## src/design/w3cf_pkg.sv

```systemverilog
// Types and constants shared by the 3x3 window filter unit.
package w3cf_pkg;

  localparam int unsigned MAX_WIDTH_DEF  = 2048;
  localparam int unsigned MAX_HEIGHT_DEF = 2048;

  // configuration register indexes
  localparam logic [1:0] REG_MODE   = 2'd0;
  localparam logic [1:0] REG_WIDTH  = 2'd1;
  localparam logic [1:0] REG_HEIGHT = 2'd2;

  typedef enum logic [2:0] {
    MODE_BOX       = 3'd0,
    MODE_GAUSS     = 3'd1,
    MODE_PREWITT_X = 3'd2,
    MODE_PREWITT_Y = 3'd3,
    MODE_SOBEL_X   = 3'd4,
    MODE_SOBEL_Y   = 3'd5,
    MODE_LAPLACE   = 3'd6,
    MODE_LAPLACE_DC = 3'd7
  } w3cf_mode_e;

  localparam int unsigned SUM_W  = 13;
  localparam int unsigned MAG_W  = 12;
  localparam int unsigned RCP_W  = 25;
  localparam int unsigned PROD_W = MAG_W + RCP_W;

  // floor(S * 0.11111) == (S * ceil(2^28 * 0.11111)) >> 28 for S <= 2295
  localparam logic [RCP_W-1:0] BOX_RECIP  = 25'd29825864;
  localparam int unsigned      BOX_SHIFT  = 28;
  // floor(v / 3) == (v * 683) >> 11 for v <= 765
  localparam logic [RCP_W-1:0] DIV3_RECIP = 25'd683;
  localparam int unsigned      DIV3_SHIFT = 11;

  typedef logic [8:0][7:0] w3cf_win_t;

  typedef struct packed {
    logic [10:0] col;
    logic [10:0] row;
    logic        last;
  } w3cf_side_t;

  typedef struct packed {
    logic [7:0] filtered;
    w3cf_side_t side;
  } w3cf_res_t;

endpackage

```

## src/design/w3cf_filter_dp.sv

```systemverilog
// Filter datapath: kernel sum, magnitude and reciprocal multiply, final scaling.
module w3cf_filter_dp (
  input  logic                   clk_i,
  input  logic                   rst_ni,
  input  logic                   en_i,
  input  w3cf_pkg::w3cf_mode_e   mode_i,
  input  logic                   in_valid_i,
  input  w3cf_pkg::w3cf_win_t    win_i,
  input  w3cf_pkg::w3cf_side_t   side_i,
  output logic                   out_valid_o,
  output logic [7:0]             out_data_o,
  output w3cf_pkg::w3cf_side_t   out_side_o
);

  logic signed [w3cf_pkg::SUM_W-1:0] p [9];
  logic signed [w3cf_pkg::SUM_W-1:0] others;
  logic signed [w3cf_pkg::SUM_W-1:0] sum_d;

  logic                              a_valid_q;
  logic signed [w3cf_pkg::SUM_W-1:0] a_sum_q;
  w3cf_pkg::w3cf_side_t              a_side_q;

  logic [w3cf_pkg::MAG_W-1:0]        mag;
  logic [w3cf_pkg::RCP_W-1:0]        recip;
  logic [w3cf_pkg::PROD_W-1:0]       prod_d;

  logic                              b_valid_q;
  logic [w3cf_pkg::PROD_W-1:0]       b_prod_q;
  logic [w3cf_pkg::MAG_W-1:0]        b_mag_q;
  logic signed [w3cf_pkg::SUM_W-1:0] b_sum_q;
  w3cf_pkg::w3cf_side_t              b_side_q;

  // stage A: signed kernel sum
  always_comb begin
    for (int i = 0; i < 9; i++) begin
      p[i] = $signed({5'b0, win_i[i]});
    end
    others = p[0] + p[1] + p[2] + p[3] + p[5] + p[6] + p[7] + p[8];
    unique case (mode_i)
      w3cf_pkg::MODE_BOX:        sum_d = others + p[4];
      w3cf_pkg::MODE_GAUSS:      sum_d = p[0] + (p[1] <<< 1) + p[2] + (p[3] <<< 1)
                                       + (p[4] <<< 2) + (p[5] <<< 1) + p[6]
                                       + (p[7] <<< 1) + p[8];
      w3cf_pkg::MODE_PREWITT_X:  sum_d = (p[2] + p[5] + p[8]) - (p[0] + p[3] + p[6]);
      w3cf_pkg::MODE_PREWITT_Y:  sum_d = (p[6] + p[7] + p[8]) - (p[0] + p[1] + p[2]);
      w3cf_pkg::MODE_SOBEL_X:    sum_d = (p[2] + (p[5] <<< 1) + p[8])
                                       - (p[0] + (p[3] <<< 1) + p[6]);
      w3cf_pkg::MODE_SOBEL_Y:    sum_d = (p[6] + (p[7] <<< 1) + p[8])
                                       - (p[0] + (p[1] <<< 1) + p[2]);
      w3cf_pkg::MODE_LAPLACE:    sum_d = (p[4] <<< 3) - others;
      w3cf_pkg::MODE_LAPLACE_DC: sum_d = (p[4] <<< 3) + p[4] - others;
    endcase
  end

  // stage B: magnitude and one reciprocal multiply (box mean or divide by 3)
  always_comb begin
    mag   = a_sum_q[w3cf_pkg::SUM_W-1] ? w3cf_pkg::MAG_W'(-a_sum_q)
                                       : w3cf_pkg::MAG_W'(a_sum_q);
    recip = (mode_i == w3cf_pkg::MODE_BOX) ? w3cf_pkg::BOX_RECIP : w3cf_pkg::DIV3_RECIP;
    prod_d = mag * recip;
  end

  always_ff @(posedge clk_i or negedge rst_ni) begin
    if (!rst_ni) begin
      a_valid_q <= 1'b0;
      b_valid_q <= 1'b0;
    end else if (en_i) begin
      a_valid_q <= in_valid_i;
      b_valid_q <= a_valid_q;
    end
  end

  always_ff @(posedge clk_i) begin
    if (en_i) begin
      a_sum_q  <= sum_d;
      a_side_q <= side_i;
      b_prod_q <= prod_d;
      b_mag_q  <= mag;
      b_sum_q  <= a_sum_q;
      b_side_q <= a_side_q;
    end
  end

  // final scaling
  always_comb begin
    unique case (mode_i)
      w3cf_pkg::MODE_BOX:        out_data_o = 8'(b_prod_q >> w3cf_pkg::BOX_SHIFT);
      w3cf_pkg::MODE_GAUSS:      out_data_o = 8'(b_mag_q >> 4);
      w3cf_pkg::MODE_PREWITT_X,
      w3cf_pkg::MODE_PREWITT_Y:  out_data_o = 8'(b_prod_q >> w3cf_pkg::DIV3_SHIFT);
      w3cf_pkg::MODE_SOBEL_X,
      w3cf_pkg::MODE_SOBEL_Y:    out_data_o = 8'(b_mag_q >> 2);
      w3cf_pkg::MODE_LAPLACE:    out_data_o = 8'(b_mag_q >> 3);
      w3cf_pkg::MODE_LAPLACE_DC: begin
        if (b_sum_q < 0) begin
          out_data_o = 8'd0;
        end else if (b_sum_q > 13'sd255) begin
          out_data_o = 8'd255;
        end else begin
          out_data_o = 8'(b_sum_q);
        end
      end
    endcase
  end

  assign out_valid_o = b_valid_q;
  assign out_side_o  = b_side_q;

endmodule

```

## config.mk

```make
export PLATFORM = sky130hd
export DESIGN_NAME = w3cf_filter_dp
export DESIGN_NICKNAME = d
export VERILOG_FILES = /design/src/design/w3cf_pkg.sv /design/src/design/w3cf_filter_dp.sv
export SDC_FILE = /design/constraint.sdc
export NUM_CORES = 1
export LEC_CHECK = 0
export BUFFER_PORTS_ARGS = -buffer_cell sky130_fd_sc_hd__buf_2
export CORE_MARGIN = 4
export CORE_UTILIZATION = 68
export CTS_BUF_LIST = sky130_fd_sc_hd__clkbuf_16
export DETAILED_ROUTE_END_ITERATION = 8
export GPL_ROUTABILITY_DRIVEN = 0
export PLACE_DENSITY = 0.95
export SYNTH_ARGS = -nofsm -noshare
export SYNTH_HDL_FRONTEND = slang
export SYNTH_SLANG_ARGS = --single-unit
```

## constraint.sdc

```tcl
create_clock -name clk_i -period 18.3 [get_ports clk_i]
set_input_delay 5.49 -clock clk_i [delete_from_list [all_inputs] [get_ports clk_i]]
set_output_delay 5.49 -clock clk_i [all_outputs]
set_load 0.02 [all_outputs]
```

# Yosys cells after proc, flatten, opt, wreduce, memory -nomap -nowiden
# Index checks and enable logic that the tools add are counted.
# totals
out_inout_bits	32
wordCells	67
reg_bits	122
input_bits	102
# classes
muxes	6
magnitude_cmp	2
n_mul	1
n_addsub	36
eq_ne	7
reduce_logical	3
# op_table
operator	count
$add A13 B9 Y13	8
$pmux W13 S8	1
$pmux W8 S6	1
$add A10 B8 Y11	4
$add A8 B9 Y10	4
$add A9 B8 Y10	4
$add A13 B10 Y13	3
$add A8 B8 Y9	4
$mul A12 B25 Y36	1
$mux W25	1
$sub A11 B11 Y12	2
$sub A10 B10 Y11	2
$mux W8	2
$add A13 B11 Y13	1
$gt A13 B9 Y1 const B	1
$lt A13 B1 Y1 const B	1
$sub A12 B13 Y13	1
$sub A13 B13 Y13	1
$add A11 B8 Y12	1
$eq A3 B3 Y1 const B	4
$mux W12	1
$neg A12 Y12	1
$eq A3 B2 Y1 const B	2
$reduce_or A2 Y1	2
2 further kinds	2

# Longest topological paths before layout
# depth
depth_word	9
depth_mapped	27
depth_no_buf	27

# Worst setup path before layout
# OpenSTA, ideal clock, no wires.
# synth_path
path_kind	input to output
startpoint	input mode_i[0]
endpoint	output out_data_o[2]
cell_stages	6
slack_ns	6.023
arrival_time_ns	6.787
required_ns	12.810
path_buffers	3
path_cell_list	buf_6 > clkinv_1 > nand2_1 > clkbuf_1 > buf_1 > o22a_1
# synth_via
elab_chain_cells	3
elab_cells_between_ends	11
classes_between	7 x eq/ne; 1 x mux; 3 x reduce/logical
# synth_lines
item	line	rtl
start: declaration	w3cf_filter_dp.sv:6	input w3cf_pkg::w3cf_mode_e mode_i,
$eq A3 B3 Y1 / $eq A3 B2 Y1 (equally long branches)	w3cf_filter_dp.sv:86	unique case (mode_i)
$reduce_or A2 Y1	w3cf_filter_dp.sv:86	
$pmux W8 S6 *	w3cf_filter_dp.sv:86	
end: declaration	w3cf_filter_dp.sv:11	output logic [7:0] out_data_o,
# Every way passes the cells marked *; elsewhere a longest branch is shown, timed or not.

# Worst setup path after layout
# layout_path
startpoint	input mode_i[0]
endpoint	output out_data_o[4]
# The elaborated chain is that of the path after synthesis.

==> results.cfg <==
[setup_path]
crit_top_cell = buf_2
critical_path.endpoint_type = primary output
crit_fanout = 36
cp_slowest_stage_delay_ps = 840
crit_start = mode_i[0]
worstSetupPathType = input port to primary output
crit_path_cell_trace = buf_2, clkinv_1, nand2_1, o22a_1, buf_2
rr_startpoint = a_sum_q[0]$_DFFE_PP_
worstPathArrival_ps = 7920
startpoint_type = input port
reg2regPathDepth = 23
crit_slowest_cell = nand2_1
timing.rr.end = b_prod_q[30]$_DFFE_PP_
r2r_setup_slack_ps = 10510
crit_required_ps = 12810

[grt]
grt_pass1_wl_um = 80800
grt_max_degree = 101
antenna_found_initial = 2
track_usage = 0.356
grt_overflow = 0
first_global_vias = 15800

[routing]
num_vias = 14500
via_per_inst = 6.57
drc = 0
first_iter_violations = 1725
drt_wl_total_um = 50500
antenna_left = 0
wire_per_inst_um = 22.8
dr.pass1.iters = 6

[sta]
setup_tns_ps = 0
max_slew_margin = 0.172
hold_violations = 0
worst_pin_slew_ps = 1240
finalSetupViolCount = 0
post-route-min-period_ps = 13410
final_max_slew_viol_count = 0
fmax_mhz = 74.6
fin_skew_ps = 15.3
rsz0062_at_grt = no
period_share = 0.733

[clock_network]
cts_tree = built
cts-resized-gates = 0
path_clk_slew_ps = 80
clock-sinks = 100
cts_hold_buf = 0
insertion_delay_ps = 360
htreeDepth = 3
clockBufferDepth = 2
post_cts_buffers = 0
root_buffer = clkbuf_16
tritoncts.num_buffers = 9

[die]
dieArea_um2 = 29100
die_x_um = 171
top_level_ports = 134
initial_core_util = 0.690
fp.coreArea_um2 = 26100
die_h_um = 171
fp-row-count = 59

[synthesis]
synthFlopType = edfxtp_1
synth_top_family_by_area = adder cells
synth-compound-area-share = 0.118
synthAdderAreaFrac = 0.495
synth_area_um2 = 18000
synth_cell_types = 79
synth_edf_count = 98
synth-xor-area-share = 0.0418
synth_mux_area_frac = 0.0133
syn_inst = 1750
yosys_warnings = 0
syn_avg_cell_area_um2 = 10.3
async_reset_ff_frac = 0.0200
synth_seq_area_share = 0.166
synthTopCellsByCount = 352 x inv_1, 291 x fa_1, 246 x ha_1, 98 x edfxtp_1, 80 x nor2_1
yosysTopAreaCell = fa_1
ys_seq_elements = 100
synth_most_common_cell = inv_1
synth.top_cell.area_share = 0.324
yosys.area_share.simple = 0.0835
synthTopCellsByArea = fa_1 32%, ha_1 17%, edfxtp_1 16%

[hold_path]
holdPathStages = 0
hold_end = out_side_o[16]$_DFFE_PP_
min_from = a_side_q[16]$_DFFE_PP_
min_path_type = register to register

[run_status]
outcome = completed

[job]
cap_viol_max_count = 0

[final_layout]
drive_above_1_share = 0.0955
nets = 2509
n_antenna_cell = 0
area_delta_synth_final_pct = 7.11

[placement]
port_buffers = 133
hpwl_um = 42700
## cell type report
cell class | instances | area (um2)
Clock buffer | 9 | 225
Clock inverter | 7 | 70.1
Fill cell | 1548 | 6790
Inverter | 353 | 1330
Multi-Input combinational cell | 1269 | 13500
Sequential cell | 100 | 2990
Tap cell | 335 | 419
Timing Repair Buffer | 137 | 698
## metal layers
metal | share of wire | track usage | wire length (um) | up-vias
met3 | 0.12 | 0.0825 | 5830 | 365
li1 | - | - | - | 6116
met5 | 0.00014 | 0 | 7 | -
met2 | 0.47 | 0.585 | 23800 | 1156
met1 | 0.34 | 0.426 | 16900 | 6891
met4 | 0.078 | 0.221 | 3940 | 2
## how the worst max path moves through the flow
stage / end / slack (ps)
detailed placement: out_data_o[1] / 5060
floorplan: out_data_o[2] / 6020
CTS: out_data_o[4] / 5050
finish: out_data_o[4] / 4890
global placement: out_data_o[2] / 5220
global route: out_data_o[4] / 4820
## stage by stage
| step | cells | hold slack (ps) | util | cell area [um2] | setup WS [ps] |
|---|---|---|---|---|---|
| after global routing | 2210 | 424 | 0.740 | 19300 | 4820 |
| after CTS | 2210 | 419 | 0.740 | 19300 | 5050 |
| after detailed placement | 2194 | 405 | 0.728 | 19000 | 5060 |
| after global placement | 2194 | 401 | 0.728 | 19000 | 5220 |
| final | 2210 | 419 | 0.740 | 19300 | 4890 |
| after floorplan | 1752 | 400 | - | 18000 | 6020 |
## kinds of logic after synthesis
group / count (synthesis)
adder cells (fa/ha/maj): 537
buffers and inverters: 383
AO/OA/AOI/OAI: 322
AND/OR/NAND/NOR: 299
flip-flops: 100
XOR/XNOR: 85
multiplexers: 22
other: 2
## cell usage in the layout, fill, tap and decap left out, drive strengths merged, types with 5 or more instances in the layout
cell	count
a31oi	9
and3	12
inv	355
o211ai	14
mux2	5
clkinv	5
edfxtp	98
o31ai	6
o21bai	16
o22ai	10
nor2	80
nand4	7
buf	137
or2	10
a211oi	21
mux2i	16
a21o	24
nor2b	15
nor3	27
and2	8
nor3b	6
a22oi	7
nor4	7
o22a	10
fa	291
a2111oi	6
nand3	19
or4	5
a21oi	76
o2111ai	6
nand2b	19
or3	6
a221oi	5
nand2	72
o21a	10
ha	246
xor2	41
xnor2	44
clkbuf	9
o21ai	70
## sequential cells by signal (all words and copies together) (netlist names)
signal / cells
a_side_q: 23
out_side_o: 23
b_prod_q: 16
a_sum_q: 13
b_sum_q: 12
b_mag_q: 11
a_valid_q: 1
out_valid_o: 1
## worst max-delay path: cells and delay by family
family / cells / cell delay, ps
buf+inv: 3 / 1280
simple gates: 1 / 840
compound gates: 1 / 270
Power is not shown: default switching activity piles up to over one toggle a cycle in this logic, so the estimate is an artifact.
